===== config.mk =====
export PLATFORM = sky130hd
export DESIGN_NAME = height_rainbow_color_map_flat
export DESIGN_NICKNAME = d
export VERILOG_FILES = /design/src/design/hrcm_pkg.sv /design/src/design/hrcm_in_if.sv /design/src/design/hrcm_out_if.sv /design/src/design/hrcm_cfg_if.sv /design/src/design/height_rainbow_color_map.sv /design/src/flat_wrapper.sv
export SDC_FILE = /design/constraint.sdc
export NUM_CORES = 1
export LEC_CHECK = 0
export BUFFER_PORTS_ARGS = -buffer_cell sky130_fd_sc_hd__buf_2
export CORE_MARGIN = 2
export CORE_UTILIZATION = 69
export DETAILED_ROUTE_END_ITERATION = 10
export PLACE_DENSITY = 0.95
export REMOVE_ABC_BUFFERS = 1
export SLEW_MARGIN = 10
export SYNTH_ARGS = -nofsm -noshare
export SYNTH_HDL_FRONTEND = slang
export SYNTH_SLANG_ARGS = --single-unit

===== constraint.sdc =====
create_clock -name clk -period 15 [get_ports clk]
set_input_delay 0.75 -clock clk [delete_from_list [all_inputs] [get_ports clk]]
set_output_delay 0.75 -clock clk [all_outputs]
set_load 0.01 [all_outputs]

===== src/design/hrcm_pkg.sv =====
// ----------------------------------------------------------------------------
// hrcm_pkg
// Shared types and constants of the height rainbow color map.
// ----------------------------------------------------------------------------
package hrcm_pkg;

  localparam int DEF_HEIGHT_BITS = 16;
  localparam int COLOR_W         = 8;
  localparam int CFG_IDX_W       = 2;

  typedef logic [COLOR_W-1:0]   color_t;
  typedef logic [CFG_IDX_W-1:0] cfg_idx_t;

  localparam cfg_idx_t REG_HEIGHT_MIN = 2'd0;
  localparam cfg_idx_t REG_HEIGHT_MAX = 2'd1;

  localparam int SEG_COUNT = 6;

  localparam int SLOPE_NUM_ORANGE = 153;
  localparam int SLOPE_NUM_YELLOW = 102;
  localparam int SLOPE_NUM_FULL   = 255;
  localparam int SLOPE_NUM_HALF   = 51;

  localparam color_t COLOR_FULL     = 8'd255;
  localparam color_t COLOR_NONE     = 8'd0;
  localparam color_t ORANGE_GREEN   = 8'd153;
  localparam color_t PURPLE_RED     = 8'd102;
  localparam color_t PURPLE_BLUE    = 8'd204;

endpackage


===== src/design/hrcm_in_if.sv =====
// ----------------------------------------------------------------------------
// hrcm_in_if
// Height sample channel: valid/ready with one signed height per word.
// ----------------------------------------------------------------------------
interface hrcm_in_if #(
  parameter int HEIGHT_BITS = hrcm_pkg::DEF_HEIGHT_BITS
);
  logic                          valid;
  logic                          ready;
  logic signed [HEIGHT_BITS-1:0] height;

  modport source (output valid, output height, input ready);
  modport sink   (input valid, input height, output ready);
endinterface


===== src/design/hrcm_out_if.sv =====
// ----------------------------------------------------------------------------
// hrcm_out_if
// Color channel: valid/ready with one RGB triple per word.
// ----------------------------------------------------------------------------
interface hrcm_out_if;
  import hrcm_pkg::*;

  logic   valid;
  logic   ready;
  color_t red;
  color_t green;
  color_t blue;

  modport source (output valid, output red, output green, output blue, input ready);
  modport sink   (input valid, input red, input green, input blue, output ready);
endinterface


===== src/design/hrcm_cfg_if.sv =====
// ----------------------------------------------------------------------------
// hrcm_cfg_if
// Register write channel: valid/ready with register index and write data.
// ----------------------------------------------------------------------------
interface hrcm_cfg_if #(
  parameter int HEIGHT_BITS = hrcm_pkg::DEF_HEIGHT_BITS
);
  import hrcm_pkg::*;

  logic                   valid;
  logic                   ready;
  cfg_idx_t               index;
  logic [HEIGHT_BITS-1:0] data;

  modport source (output valid, output index, output data, input ready);
  modport sink   (input valid, input index, input data, output ready);
endinterface


===== src/design/height_rainbow_color_map.sv =====
// ----------------------------------------------------------------------------
// height_rainbow_color_map
// Maps a signed height sample to a rainbow RGB color between two programmed
// limits.
// ----------------------------------------------------------------------------
// Takes one height word per clock, unless busy deriving the scale, and
// returns one color word per height through a five-stage pipeline (clamp,
// offset, segment, ramp multiply, color). Output backpressure stalls only
// the stages that are full. After reset and after every register write the
// block derives the segment width by a reciprocal multiplication and the
// four ramp slopes with one shared restoring divider (one quotient bit per
// cycle); in_ch.ready stays low until the slopes are done, or only for the
// range check when the range is below 6 or inverted.
// Registers: 0 height_min, 1 height_max; other indexes are ignored.
// ----------------------------------------------------------------------------
module height_rainbow_color_map #(
  parameter int HEIGHT_BITS = hrcm_pkg::DEF_HEIGHT_BITS
) (
  input logic        clk,
  input logic        rst_n,
  hrcm_in_if.sink    in_ch,
  hrcm_out_if.source out_ch,
  hrcm_cfg_if.sink   cfg_ch
);
  import hrcm_pkg::*;

  localparam int HB    = HEIGHT_BITS;
  localparam int W     = HEIGHT_BITS + 1;
  localparam int DW    = (W > COLOR_W) ? W : COLOR_W;
  localparam int CNT_W = $clog2(DW);
  localparam int PW    = W + COLOR_W;

  // range / 6 = ((range >> 1) * ceil(2^HB / 3)) >> HB
  localparam longint unsigned RECIP_L = ((64'd1 << HB) + 64'd2) / 64'd3;
  localparam logic [HB-2:0]   RECIP   = (HB-1)'(RECIP_L);

  typedef enum logic [1:0] {ST_IDLE, ST_RANGE, ST_LOAD, ST_DIV} seq_state_t;
  typedef enum logic [2:0] {OP_STEP, OP_BOUND, OP_S153, OP_S102, OP_S255, OP_S51} div_op_t;
  typedef enum logic [2:0] {
    SEG_ORANGE, SEG_YELLOW, SEG_GREEN, SEG_BLUE, SEG_PURPLE, SEG_TOP
  } seg_t;

  // configuration and derived scale
  seq_state_t            state_r;
  div_op_t               op_r;
  logic signed [HB-1:0]  hmin_r, hmax_r;
  logic [W-1:0]          range_r;
  logic                  inv_r, small_r;
  logic [W-1:0]          step_r;
  logic [W-1:0]          bnd_r [1:5];
  color_t                s153_r, s102_r, s255_r, s51_r;
  logic [DW-1:0]         dvd_r, dvs_r, rem_r;
  logic [CNT_W-1:0]      cnt_r;
  logic                  busy;

  logic signed [W-1:0]   hmin_ext, hmax_ext, range_full;
  logic [2*HB-3:0]       step_prod;
  logic [DW:0]           rem_sh;
  logic                  q_bit;
  logic [DW-1:0]         rem_new, dvd_new;

  assign busy         = (state_r != ST_IDLE);
  assign cfg_ch.ready = 1'b1;

  assign hmin_ext   = {hmin_r[HB-1], hmin_r};
  assign hmax_ext   = {hmax_r[HB-1], hmax_r};
  assign range_full = hmax_ext - hmin_ext;

  assign step_prod = (2*HB-2)'(range_r[HB-1:1]) * (2*HB-2)'(RECIP);

  assign rem_sh  = {rem_r, dvd_r[DW-1]};
  assign q_bit   = (rem_sh >= {1'b0, dvs_r});
  assign rem_new = q_bit ? DW'(rem_sh - {1'b0, dvs_r}) : rem_sh[DW-1:0];
  assign dvd_new = {dvd_r[DW-2:0], q_bit};

  always_ff @(posedge clk) begin
    if (!rst_n) begin
      state_r <= ST_RANGE;
      op_r    <= OP_STEP;
      hmin_r  <= '0;
      hmax_r  <= '0;
      inv_r   <= 1'b0;
      small_r <= 1'b1;
      range_r <= '0;
    end else if (cfg_ch.valid && cfg_ch.ready) begin
      case (cfg_ch.index)
        REG_HEIGHT_MIN: hmin_r <= cfg_ch.data;
        REG_HEIGHT_MAX: hmax_r <= cfg_ch.data;
        default: ;
      endcase
      state_r <= ST_RANGE;
    end else begin
      case (state_r)
        ST_IDLE: ;
        ST_RANGE: begin
          inv_r   <= (hmax_r < hmin_r);
          range_r <= (hmax_r < hmin_r) ? '0 : range_full;
          small_r <= (hmax_r < hmin_r) || (range_full < W'(SEG_COUNT));
          op_r    <= OP_STEP;
          state_r <= ((hmax_r < hmin_r) || (range_full < W'(SEG_COUNT))) ? ST_IDLE : ST_LOAD;
        end
        ST_LOAD: begin
          rem_r <= '0;
          cnt_r <= '0;
          case (op_r)
            OP_STEP: begin
              step_r <= W'(step_prod >> HB);
              op_r   <= OP_BOUND;
            end
            OP_BOUND: begin
              bnd_r[1] <= step_r;
              bnd_r[2] <= step_r << 1;
              bnd_r[3] <= step_r + (step_r << 1);
              bnd_r[4] <= step_r << 2;
              bnd_r[5] <= step_r + (step_r << 2);
              op_r     <= OP_S153;
            end
            OP_S153: begin
              dvd_r   <= DW'(SLOPE_NUM_ORANGE);
              dvs_r   <= DW'(step_r);
              state_r <= ST_DIV;
            end
            OP_S102: begin
              dvd_r   <= DW'(SLOPE_NUM_YELLOW);
              dvs_r   <= DW'(step_r);
              state_r <= ST_DIV;
            end
            OP_S255: begin
              dvd_r   <= DW'(SLOPE_NUM_FULL);
              dvs_r   <= DW'(step_r);
              state_r <= ST_DIV;
            end
            default: begin
              dvd_r   <= DW'(SLOPE_NUM_HALF);
              dvs_r   <= DW'(step_r);
              state_r <= ST_DIV;
            end
          endcase
        end
        ST_DIV: begin
          rem_r <= rem_new;
          dvd_r <= dvd_new;
          cnt_r <= cnt_r + 1'b1;
          if (cnt_r == CNT_W'(DW - 1)) begin
            case (op_r)
              OP_S153: begin
                s153_r  <= dvd_new[COLOR_W-1:0];
                op_r    <= OP_S102;
                state_r <= ST_LOAD;
              end
              OP_S102: begin
                s102_r  <= dvd_new[COLOR_W-1:0];
                op_r    <= OP_S255;
                state_r <= ST_LOAD;
              end
              OP_S255: begin
                s255_r  <= dvd_new[COLOR_W-1:0];
                op_r    <= OP_S51;
                state_r <= ST_LOAD;
              end
              default: begin
                s51_r   <= dvd_new[COLOR_W-1:0];
                state_r <= ST_IDLE;
              end
            endcase
          end
        end
        default: state_r <= ST_IDLE;
      endcase
    end
  end

  // pipeline
  logic                 v1_r, v2_r, v3_r, v4_r, v5_r;
  logic                 rdy1, rdy2, rdy3, rdy4, rdy5;
  logic                 in_v;

  logic signed [HB-1:0] hc1_r;
  logic [W-1:0]         i2_r;
  seg_t                 seg3_r, seg4_r;
  logic [W-1:0]         d3_r;
  logic                 zero3_r, top3_r, zero4_r, top4_r;
  color_t               pa4_r, pb4_r;
  color_t               red_r, green_r, blue_r;

  logic signed [HB-1:0] h_clamp;
  logic signed [W-1:0]  hc1_ext;
  logic [W-1:0]         i_off;
  logic [W:0]           dk [1:5];
  seg_t                 seg_nxt;
  logic [W-1:0]         d_nxt;
  color_t               slope_a;
  logic [PW-1:0]        pa_full, pb_full;
  color_t               red_nxt, green_nxt, blue_nxt;

  assign rdy5 = !v5_r || out_ch.ready;
  assign rdy4 = !v4_r || rdy5;
  assign rdy3 = !v3_r || rdy4;
  assign rdy2 = !v2_r || rdy3;
  assign rdy1 = !v1_r || rdy2;

  assign in_ch.ready = rdy1 && !busy;
  assign in_v        = in_ch.valid && !busy;

  always_comb begin
    if (inv_r || (in_ch.height < hmin_r)) begin
      h_clamp = hmin_r;
    end else if (in_ch.height > hmax_r) begin
      h_clamp = hmax_r;
    end else begin
      h_clamp = in_ch.height;
    end
  end

  assign hc1_ext = {hc1_r[HB-1], hc1_r};
  assign i_off   = hc1_ext - hmin_ext;

  always_comb begin
    for (int k = 1; k <= 5; k++) begin
      dk[k] = {1'b0, i2_r} - {1'b0, bnd_r[k]};
    end
    if (!dk[5][W]) begin
      seg_nxt = SEG_TOP;
      d_nxt   = dk[5][W-1:0];
    end else if (!dk[4][W]) begin
      seg_nxt = SEG_PURPLE;
      d_nxt   = dk[4][W-1:0];
    end else if (!dk[3][W]) begin
      seg_nxt = SEG_BLUE;
      d_nxt   = dk[3][W-1:0];
    end else if (!dk[2][W]) begin
      seg_nxt = SEG_GREEN;
      d_nxt   = dk[2][W-1:0];
    end else if (!dk[1][W]) begin
      seg_nxt = SEG_YELLOW;
      d_nxt   = dk[1][W-1:0];
    end else begin
      seg_nxt = SEG_ORANGE;
      d_nxt   = i2_r;
    end
  end

  always_comb begin
    case (seg3_r)
      SEG_ORANGE: slope_a = s153_r;
      SEG_YELLOW: slope_a = s102_r;
      SEG_GREEN:  slope_a = s255_r;
      SEG_BLUE:   slope_a = s255_r;
      SEG_PURPLE: slope_a = s102_r;
      default:    slope_a = '0;
    endcase
  end

  assign pa_full = PW'(d3_r) * PW'(slope_a);
  assign pb_full = PW'(d3_r) * PW'(s51_r);

  always_comb begin
    if (small_r) begin
      if (zero4_r) begin
        red_nxt = COLOR_FULL;  green_nxt = COLOR_NONE; blue_nxt = COLOR_NONE;
      end else if (top4_r) begin
        red_nxt = PURPLE_RED;  green_nxt = COLOR_NONE; blue_nxt = PURPLE_BLUE;
      end else begin
        red_nxt = COLOR_NONE;  green_nxt = COLOR_FULL; blue_nxt = COLOR_NONE;
      end
    end else begin
      case (seg4_r)
        SEG_ORANGE: begin
          red_nxt = COLOR_FULL; green_nxt = pa4_r; blue_nxt = COLOR_NONE;
        end
        SEG_YELLOW: begin
          red_nxt = COLOR_FULL; green_nxt = ORANGE_GREEN + pa4_r; blue_nxt = COLOR_NONE;
        end
        SEG_GREEN: begin
          red_nxt = COLOR_FULL - pa4_r; green_nxt = COLOR_FULL; blue_nxt = COLOR_NONE;
        end
        SEG_BLUE: begin
          red_nxt = COLOR_NONE; green_nxt = COLOR_FULL - pa4_r; blue_nxt = pa4_r;
        end
        SEG_PURPLE: begin
          red_nxt = pa4_r; green_nxt = COLOR_NONE; blue_nxt = COLOR_FULL - pb4_r;
        end
        default: begin
          red_nxt = PURPLE_RED; green_nxt = COLOR_NONE; blue_nxt = PURPLE_BLUE;
        end
      endcase
    end
  end

  always_ff @(posedge clk) begin
    if (!rst_n) begin
      v1_r <= 1'b0;
      v2_r <= 1'b0;
      v3_r <= 1'b0;
      v4_r <= 1'b0;
      v5_r <= 1'b0;
    end else begin
      if (rdy1) v1_r <= in_v;
      if (rdy2) v2_r <= v1_r;
      if (rdy3) v3_r <= v2_r;
      if (rdy4) v4_r <= v3_r;
      if (rdy5) v5_r <= v4_r;
    end
  end

  always_ff @(posedge clk) begin
    if (rdy1) begin
      hc1_r <= h_clamp;
    end
    if (rdy2) begin
      i2_r <= i_off;
    end
    if (rdy3) begin
      seg3_r  <= seg_nxt;
      d3_r    <= d_nxt;
      zero3_r <= (i2_r == '0);
      top3_r  <= (i2_r == range_r);
    end
    if (rdy4) begin
      seg4_r  <= seg3_r;
      zero4_r <= zero3_r;
      top4_r  <= top3_r;
      pa4_r   <= pa_full[COLOR_W-1:0];
      pb4_r   <= pb_full[COLOR_W-1:0];
    end
    if (rdy5) begin
      red_r   <= red_nxt;
      green_r <= green_nxt;
      blue_r  <= blue_nxt;
    end
  end

  assign out_ch.valid = v5_r;
  assign out_ch.red   = red_r;
  assign out_ch.green = green_r;
  assign out_ch.blue  = blue_r;

endmodule


===== src/flat_wrapper.sv =====
// flat-port wrapper written by rule: the top's interface ports become plain ports
module height_rainbow_color_map_flat import hrcm_pkg::*;
#(
  parameter int HEIGHT_BITS = hrcm_pkg::DEF_HEIGHT_BITS
)
  (clk, rst_n, in_ch_valid, in_ch_height, in_ch_ready, out_ch_valid, out_ch_red, out_ch_green, out_ch_blue, out_ch_ready, cfg_ch_valid, cfg_ch_index, cfg_ch_data, cfg_ch_ready);
  hrcm_in_if #(.HEIGHT_BITS(HEIGHT_BITS)) in_ch_i ();
  hrcm_out_if out_ch_i ();
  hrcm_cfg_if #(.HEIGHT_BITS(HEIGHT_BITS)) cfg_ch_i ();
  input logic clk;
  input logic rst_n;
  input wire logic [$bits(in_ch_i.valid)-1:0] in_ch_valid;
  input wire logic [$bits(in_ch_i.height)-1:0] in_ch_height;
  output wire logic [$bits(in_ch_i.ready)-1:0] in_ch_ready;
  output wire logic [$bits(out_ch_i.valid)-1:0] out_ch_valid;
  output wire logic [$bits(out_ch_i.red)-1:0] out_ch_red;
  output wire logic [$bits(out_ch_i.green)-1:0] out_ch_green;
  output wire logic [$bits(out_ch_i.blue)-1:0] out_ch_blue;
  input wire logic [$bits(out_ch_i.ready)-1:0] out_ch_ready;
  input wire logic [$bits(cfg_ch_i.valid)-1:0] cfg_ch_valid;
  input wire logic [$bits(cfg_ch_i.index)-1:0] cfg_ch_index;
  input wire logic [$bits(cfg_ch_i.data)-1:0] cfg_ch_data;
  output wire logic [$bits(cfg_ch_i.ready)-1:0] cfg_ch_ready;
  assign in_ch_i.valid = in_ch_valid;
  assign in_ch_i.height = in_ch_height;
  assign in_ch_ready = in_ch_i.ready;
  assign out_ch_valid = out_ch_i.valid;
  assign out_ch_red = out_ch_i.red;
  assign out_ch_green = out_ch_i.green;
  assign out_ch_blue = out_ch_i.blue;
  assign out_ch_i.ready = out_ch_ready;
  assign cfg_ch_i.valid = cfg_ch_valid;
  assign cfg_ch_i.index = cfg_ch_index;
  assign cfg_ch_i.data = cfg_ch_data;
  assign cfg_ch_ready = cfg_ch_i.ready;
  height_rainbow_color_map #(.HEIGHT_BITS(HEIGHT_BITS)) u_core (.clk(clk), .rst_n(rst_n), .in_ch(in_ch_i), .out_ch(out_ch_i), .cfg_ch(cfg_ch_i));
endmodule

==> flow_summary.json, run 1 <==
{
  "finalMaxSlewViolations": 0,
  "drt_pass1_iterations": 5,
  "start_util": 0.696,
  "ys_async_sr_fraction": 0,
  "hold_violations": 0,
  "clk_pin_slew_ns": 0.06,
  "grt_pass1_vias": 18000,
  "final_nets": 2818,
  "cts_tree": "built",
  "ys_types": 77,
  "wire_per_inst_um": 19.0,
  "fin_skew_ns": 0.0118,
  "cpPeakStageDelay_ns": 0.53,
  "grt_setup_unrepaired": "false",
  "regToRegStartpoint": "u_core.range_r[2]",
  "via_per_inst": 6.10,
  "synthTopCellsByArea": "edfxtp_1, ha_1, fa_1, dfxtp_1, inv_1",
  "drc_errors": 0,
  "cts_hold_buf": 0,
  "layout-area-overhead-vs-synth_pct": 7.96,
  "setup_viol": 0,
  "min_from": "u_core.top3_r",
  "io_buffers": 64,
  "cts_htree_levels": 1,
  "syn_area_um2": 23200,
  "die_h_um": 187,
  "antenna_found_initial": 0,
  "ys_ff_latch": 295,
  "max_cap_violations": 0,
  "max-vdd-ir-drop_uv": 140,
  "fin_crit_ns": 6.01,
  "synth.avg_cell_area_um2": 10.0,
  "tightest_slew_ns": 1.16,
  "synth-edff-count": 234,
  "clock_latency_ns": 0.58,
  "drt-initial-drc-count": 1303,
  "rrSetupSlack_ns": 8.99,
  "hp-class": "reg -> reg",
  "cpMaxStageDelayCell": "dfxtp_1",
  "setup_tns_ns": 0,
  "synth_most_common_cell": "inv_1",
  "coreArea_um2": 33400,
  "drt-total-wl_um": 54300,
  "hpwl_um": 41400,
  "endpoint": "u_core.step_r[13]",
  "ant_nets": 0,
  "final_util": 0.751,
  "crit_fanout": 7,
  "synth_common_cells": "inv_1, ha_1, edfxtp_1",
  "reg2reg_depth": 21,
  "crit_chain": "ha_1 -> inv_1 -> fa_1 -> fa_1 -> inv_1 -> fa_1 -> inv_1 -> fa_1 -> inv_1 -> fa_1 -> ha_1 -> nand4_1 -> or3_1 -> a21o_1 -> o211ai_1 -> a21oi_1 -> o21ai_0 -> o21a_1 -> o21ai_0 -> a21oi_1 -> a31oi_1",
  "slew-limit-headroom": 0.227,
  "fill_cells": 2217,
  "critPathKind": "reg -> reg",
  "die_x_um": 187,
  "worstSetupEndpointType": "flip-flop",
  "fin_crit_sh": 0.401,
  "cts-root-buf": "clkbuf_16",
  "pwr_density_cell_nw_per_um2": 146,
  "max_clock_freq_ghz": 0.166,
  "leakage_nw": 11.5,
  "hold_slack_ns": 0.423,
  "synthCells": 2321,
  "synth_warnings": 0,
  "overflow": 0,
  "cp-start-kind": "flip-flop",
  "cts_buffers": 31,
  "cpMostUsedCell": "fa_1",
  "cp.arrival_ns": 6.33,
  "r2r_end": "u_core.step_r[13]",
  "antenna_cells": 0,
  "cts_resized": 0,
  "cts_setup_buffers": 0,
  "grt_first_pass_wirelength_um": 88700,
  "dr_total_vias": 17400,
  "die_area_um2": 35100,
  "grt_max_degree": 61,
  "track_usage": 0.312,
  "synth_top_area_frac": 0.303,
  "gp_congestion": 0.936,
  "cts_sinks": 295,
  "io_pins": 66,
  "ys.flop_type": "edfxtp_1",
  "worstPathRequired_ns": 15.32,
  "synth_top_area_cell": "edfxtp_1",
  "yosysSeqAreaShare": 0.355,
  "num_rows": 67,
  "startpoint": "u_core.range_r[2]",
  "clk_path_buf_depth": 3,
  "status": "completed",
  "final_layout_size_suffix_gt1_frac": 0.0666
}
## kinds of logic after synthesis
family	after synthesis	synth area share
buffers and inverters	377	0.0627
AO/OA/AOI/OAI	441	0.127
adder cells (fa/ha/maj)	402	0.247
XOR/XNOR	141	0.0532
multiplexers	59	0.0256
AND/OR/NAND/NOR	605	0.129
flip-flops	295	0.355
other	1	0.000162
## sequential cells by signal (all words and copies together), names as in the netlist, 14 cells and up
register and cells:
u_core.bnd_r 44, u_core.dvd_r 17, u_core.i2_r 17, u_core.range_r 17, u_core.rem_r 17, u_core.hc1_r 16, u_core.hmax_r 16, u_core.hmin_r 16
u_core.dvs_r 14, u_core.step_r 14
## metrics by stage
step | instances | power, W | area, um^2 | setup WS [ns]
3_5_place_dp | 2792 | 0.00280 | 24000 | 9.04
5_1_grt | 2850 | 0.00390 | 25100 | 8.69
6_report | 2850 | 0.00366 | 25100 | 8.99
4_1_cts | 2850 | 0.00364 | 25100 | 9.03
3_3_place_gp | 2792 | 0.00270 | 24000 | 9.19
2_1_floorplan | 2267 | 0.00234 | 23000 | 9.50
## layout make-up
cell class	count	area [um^2]	share of cell area
Multi-Input combinational cell	1649	13500	0.539
Inverter	323	1210	0.0484
Tap cell	448	561	0.0224
Sequential cell	295	8250	0.329
Clock inverter	24	293	0.0117
Timing Repair Buffer	77	418	0.0167
Clock buffer	34	807	0.0322
## power by group
group	internal (W)	switching (W)
sequential	0.00103	0.000205
clock	0.000493	0.000339
combinational	0.000710	0.000884
total	0.00223	0.00143
## worst max-delay path: cells and delay by family (launching register included)
family | cells | cell delay, ns
adders and majority gates | 7 | 3.15
buffers and inverters | 4 | 0.24
and+or+nand+nor | 2 | 0.52
AOI/OAI and AO/OA | 8 | 1.31
DFF | 1 | 0.53
## placed cells by master, fill, tap and decap left out, drive strengths merged, types with 77 or more instances in the layout
cell type	Yosys	layout
xnor2	86	86
ha	309	309
inv	323	328
o21ai	84	84
edfxtp	234	234
nor2	144	144
nand2	162	162
buf	10	77
a21oi	116	116
fa	93	93
## worst min-delay path by stage
stage                                    to  slack, ns  cells past startpoint
after global placement       u_core.zero4_r       0.41                      0
after CTS                  u_core.hmax_r[5]       0.41                      3
after global routing      u_core.hmin_r[14]       0.43                      3
after floorplan               u_core.top4_r       0.40                      0
final                         u_core.top4_r       0.42                      0
after detailed placement      u_core.top4_r       0.41                      0
## metal layers
layer	GRT usage	vias up	share of wire
met5	0	-	0
met1	0.365	8366	0.39
met3	0.0469	175	0.058
li1	-	8182	-
met4	0.130	0	0.040
met2	0.572	662	0.51
No activity file was read; power rests on OpenSTA's default activity.
==> run 2: changes to the inputs <==
Settings changed: CORE_UTILIZATION 69 to 58, PLACE_DENSITY 0.95 to 0.87.
Clock period 15 ns to 4.8 ns, I/O delays scaled along.
==> flow_summary.json, run 2 (synthesis results as in run 1) <==
{
  "final_util": 0.671,
  "clock_latency_ns": 0.56,
  "top_register": "u_core.bnd_r",
  "status": "complete, but fails checks",
  "p_clk_frac": 0.226,
  "combPwrFrac": 0.461,
  "finalMaxSlewViolations": 0,
  "cts_sinks": 295,
  "pwr_density_cell_nw_per_um2": 455,
  "cts_tree": "built",
  "antenna_found_initial": 0,
  "clk_pin_slew_ns": 0.06,
  "fin_crit_sh": 1.14,
  "cpMaxStageDelayCell": "fa_1",
  "mostFrequentLayoutCells": "inv_1, ha_1, edfxtp_1",
  "final_layout_size_suffix_gt1_frac": 0.130,
  "hp-class": "in -> reg",
  "worstSetupEndpointType": "flip-flop",
  "post_dp_cell_area_um2": 24700,
  "antenna_cells": 0,
  "die_h_um": 204,
  "hold_slack_ns": 0.100,
  "fin_crit_ns": 5.46,
  "final_common_cell": "inv_1",
  "die_x_um": 204,
  "largest_register_ffs": 44,
  "worstPathRequired_ns": 5.08,
  "cp_num_cells": 24,
  "num_rows": 73,
  "p_sw_frac": 0.385,
  "max_clock_freq_ghz": 0.183,
  "final_area_um2": 26600,
  "max-vdd-ir-drop_uv": 295,
  "tightest_slew_ns": 1.23,
  "cpMostUsedCell": "fa_1",
  "grt_pass1_vias": 18600,
  "io_buffers": 64,
  "slew-limit-headroom": 0.176,
  "start_util": 0.585,
  "reg2reg_depth": 24,
  "cpPeakStageDelay_ns": 0.52,
  "switching_power_w": 0.00466,
  "cp-start-kind": "flip-flop",
  "via_per_inst": 5.89,
  "cts_buffers": 35,
  "gp_congestion": 0.958,
  "crit_family": "adder cells",
  "cp.arrival_ns": 5.74,
  "crit_chain": "buf_6 -> ha_4 -> buf_4 -> ha_4 -> inv_2 -> fa_1 -> inv_2 -> fa_1 -> fa_1 -> inv_1 -> fa_1 -> inv_1 -> ha_1 -> nand4_1 -> or3_1 -> a21o_1 -> o211ai_1 -> buf_4 -> a21oi_4 -> o21ai_2 -> o21a_1 -> o21ai_2 -> a21oi_2 -> a31oi_1",
  "grt_max_degree": 60,
  "track_usage": 0.273,
  "leakage_nw": 12.1,
  "drc_errors": 0,
  "violations": "negative setup slack",
  "drt-initial-drc-count": 1167,
  "drt-total-wl_um": 56500,
  "grt_setup_unrepaired": "true",
  "grt_first_pass_wirelength_um": 91700,
  "timing.final.ws_setup_ns": -0.660,
  "die_area_um2": 41600,
  "setup_tns_ns": -5.45,
  "dr_total_vias": 18000,
  "setup_viol": 13,
  "crit_fanout": 3,
  "max_cap_violations": 0,
  "io_pins": 66,
  "drt_pass1_iterations": 5,
  "ant_nets": 0,
  "intPower_w": 0.00745,
  "clk_path_buf_depth": 3,
  "cts_htree_levels": 2,
  "layout-area-overhead-vs-synth_pct": 14.7,
  "wire_per_inst_um": 18.5,
  "cp_num_buf_inv": 7,
  "hold_depth": 3,
  "fill_cells": 2841,
  "overflow": 0,
  "cts-root-buf": "clkbuf_16",
  "p_seq_frac": 0.313,
  "hpwl_um": 41900,
  "dp_slack_ns": -0.815,
  "critPathKind": "reg -> reg",
  "hold_violations": 0,
  "final_nets": 2944,
  "fin_skew_ns": 0.0232,
  "coreArea_um2": 39600
}
## run 2: through the flow
stage,instances,power [W]
floorplan,2267,0.00733
global placement,2956,0.00870
detailed placement,2956,0.00900
CTS,3044,0.0119
global route,3054,0.0129
finish,3054,0.0121
## run 2: timing repair
action,in CTS,in global routing
resized for setup,55,29
endpoints found under the setup margin,14,15
hold buffers,17,0
endpoints found under the hold margin,33,0
setup buffers,12,11
pin swaps,33,26
## run 2: cell type report
cell class | count | area (um^2) | area share
well taps | 525 | 657 | 0.0247
repair buffers | 199 | 1400 | 0.0526
inverters | 323 | 1210 | 0.0456
multi-input cells | 1649 | 13900 | 0.523
clock buffers | 48 | 997 | 0.0375
flip-flops and latches | 295 | 8260 | 0.310
clock inverters | 15 | 173 | 0.00649
## run 2: final timing paths
check	to	slack, ns	start
hold / removal	u_core.out_ch.valid	0.10	out_ch_ready
hold reg to reg	u_core.top4_r	0.43	u_core.top3_r
setup reg to reg	u_core.step_r[13]	-0.66	u_core.range_r[4]
setup / recovery	u_core.step_r[13]	-0.66	u_core.range_r[4]
## run 2: metal layers
metal,wire [um],up-vias,global-route usage,part of all wire
li1,-,8435,-,-
met1,22700,8824,0.322,0.40
met2,28900,583,0.505,0.51
met3,2930,151,0.0400,0.052
met4,1910,0,0.0934,0.034
met5,0,-,0,0
## run 2: tightest hold or removal path, delay by kind of cell
kind                   cells  cell delay (ns)
AOI/OAI and AO/OA          1             0.19
buffers and inverters      1             0.07
and+or+nand+nor            1             0.11
## run 2: power by group through the flow
stage,registers [W],clock network (W),logic [W]
5_1_grt,0.00381,0.00285,0.00628
2_1_floorplan,0.00359,0,0.00373
3_5_place_dp,0.00380,0,0.00520
6_report,0.00379,0.00273,0.00559
3_3_place_gp,0.00379,0,0.00491
4_1_cts,0.00376,0.00275,0.00542
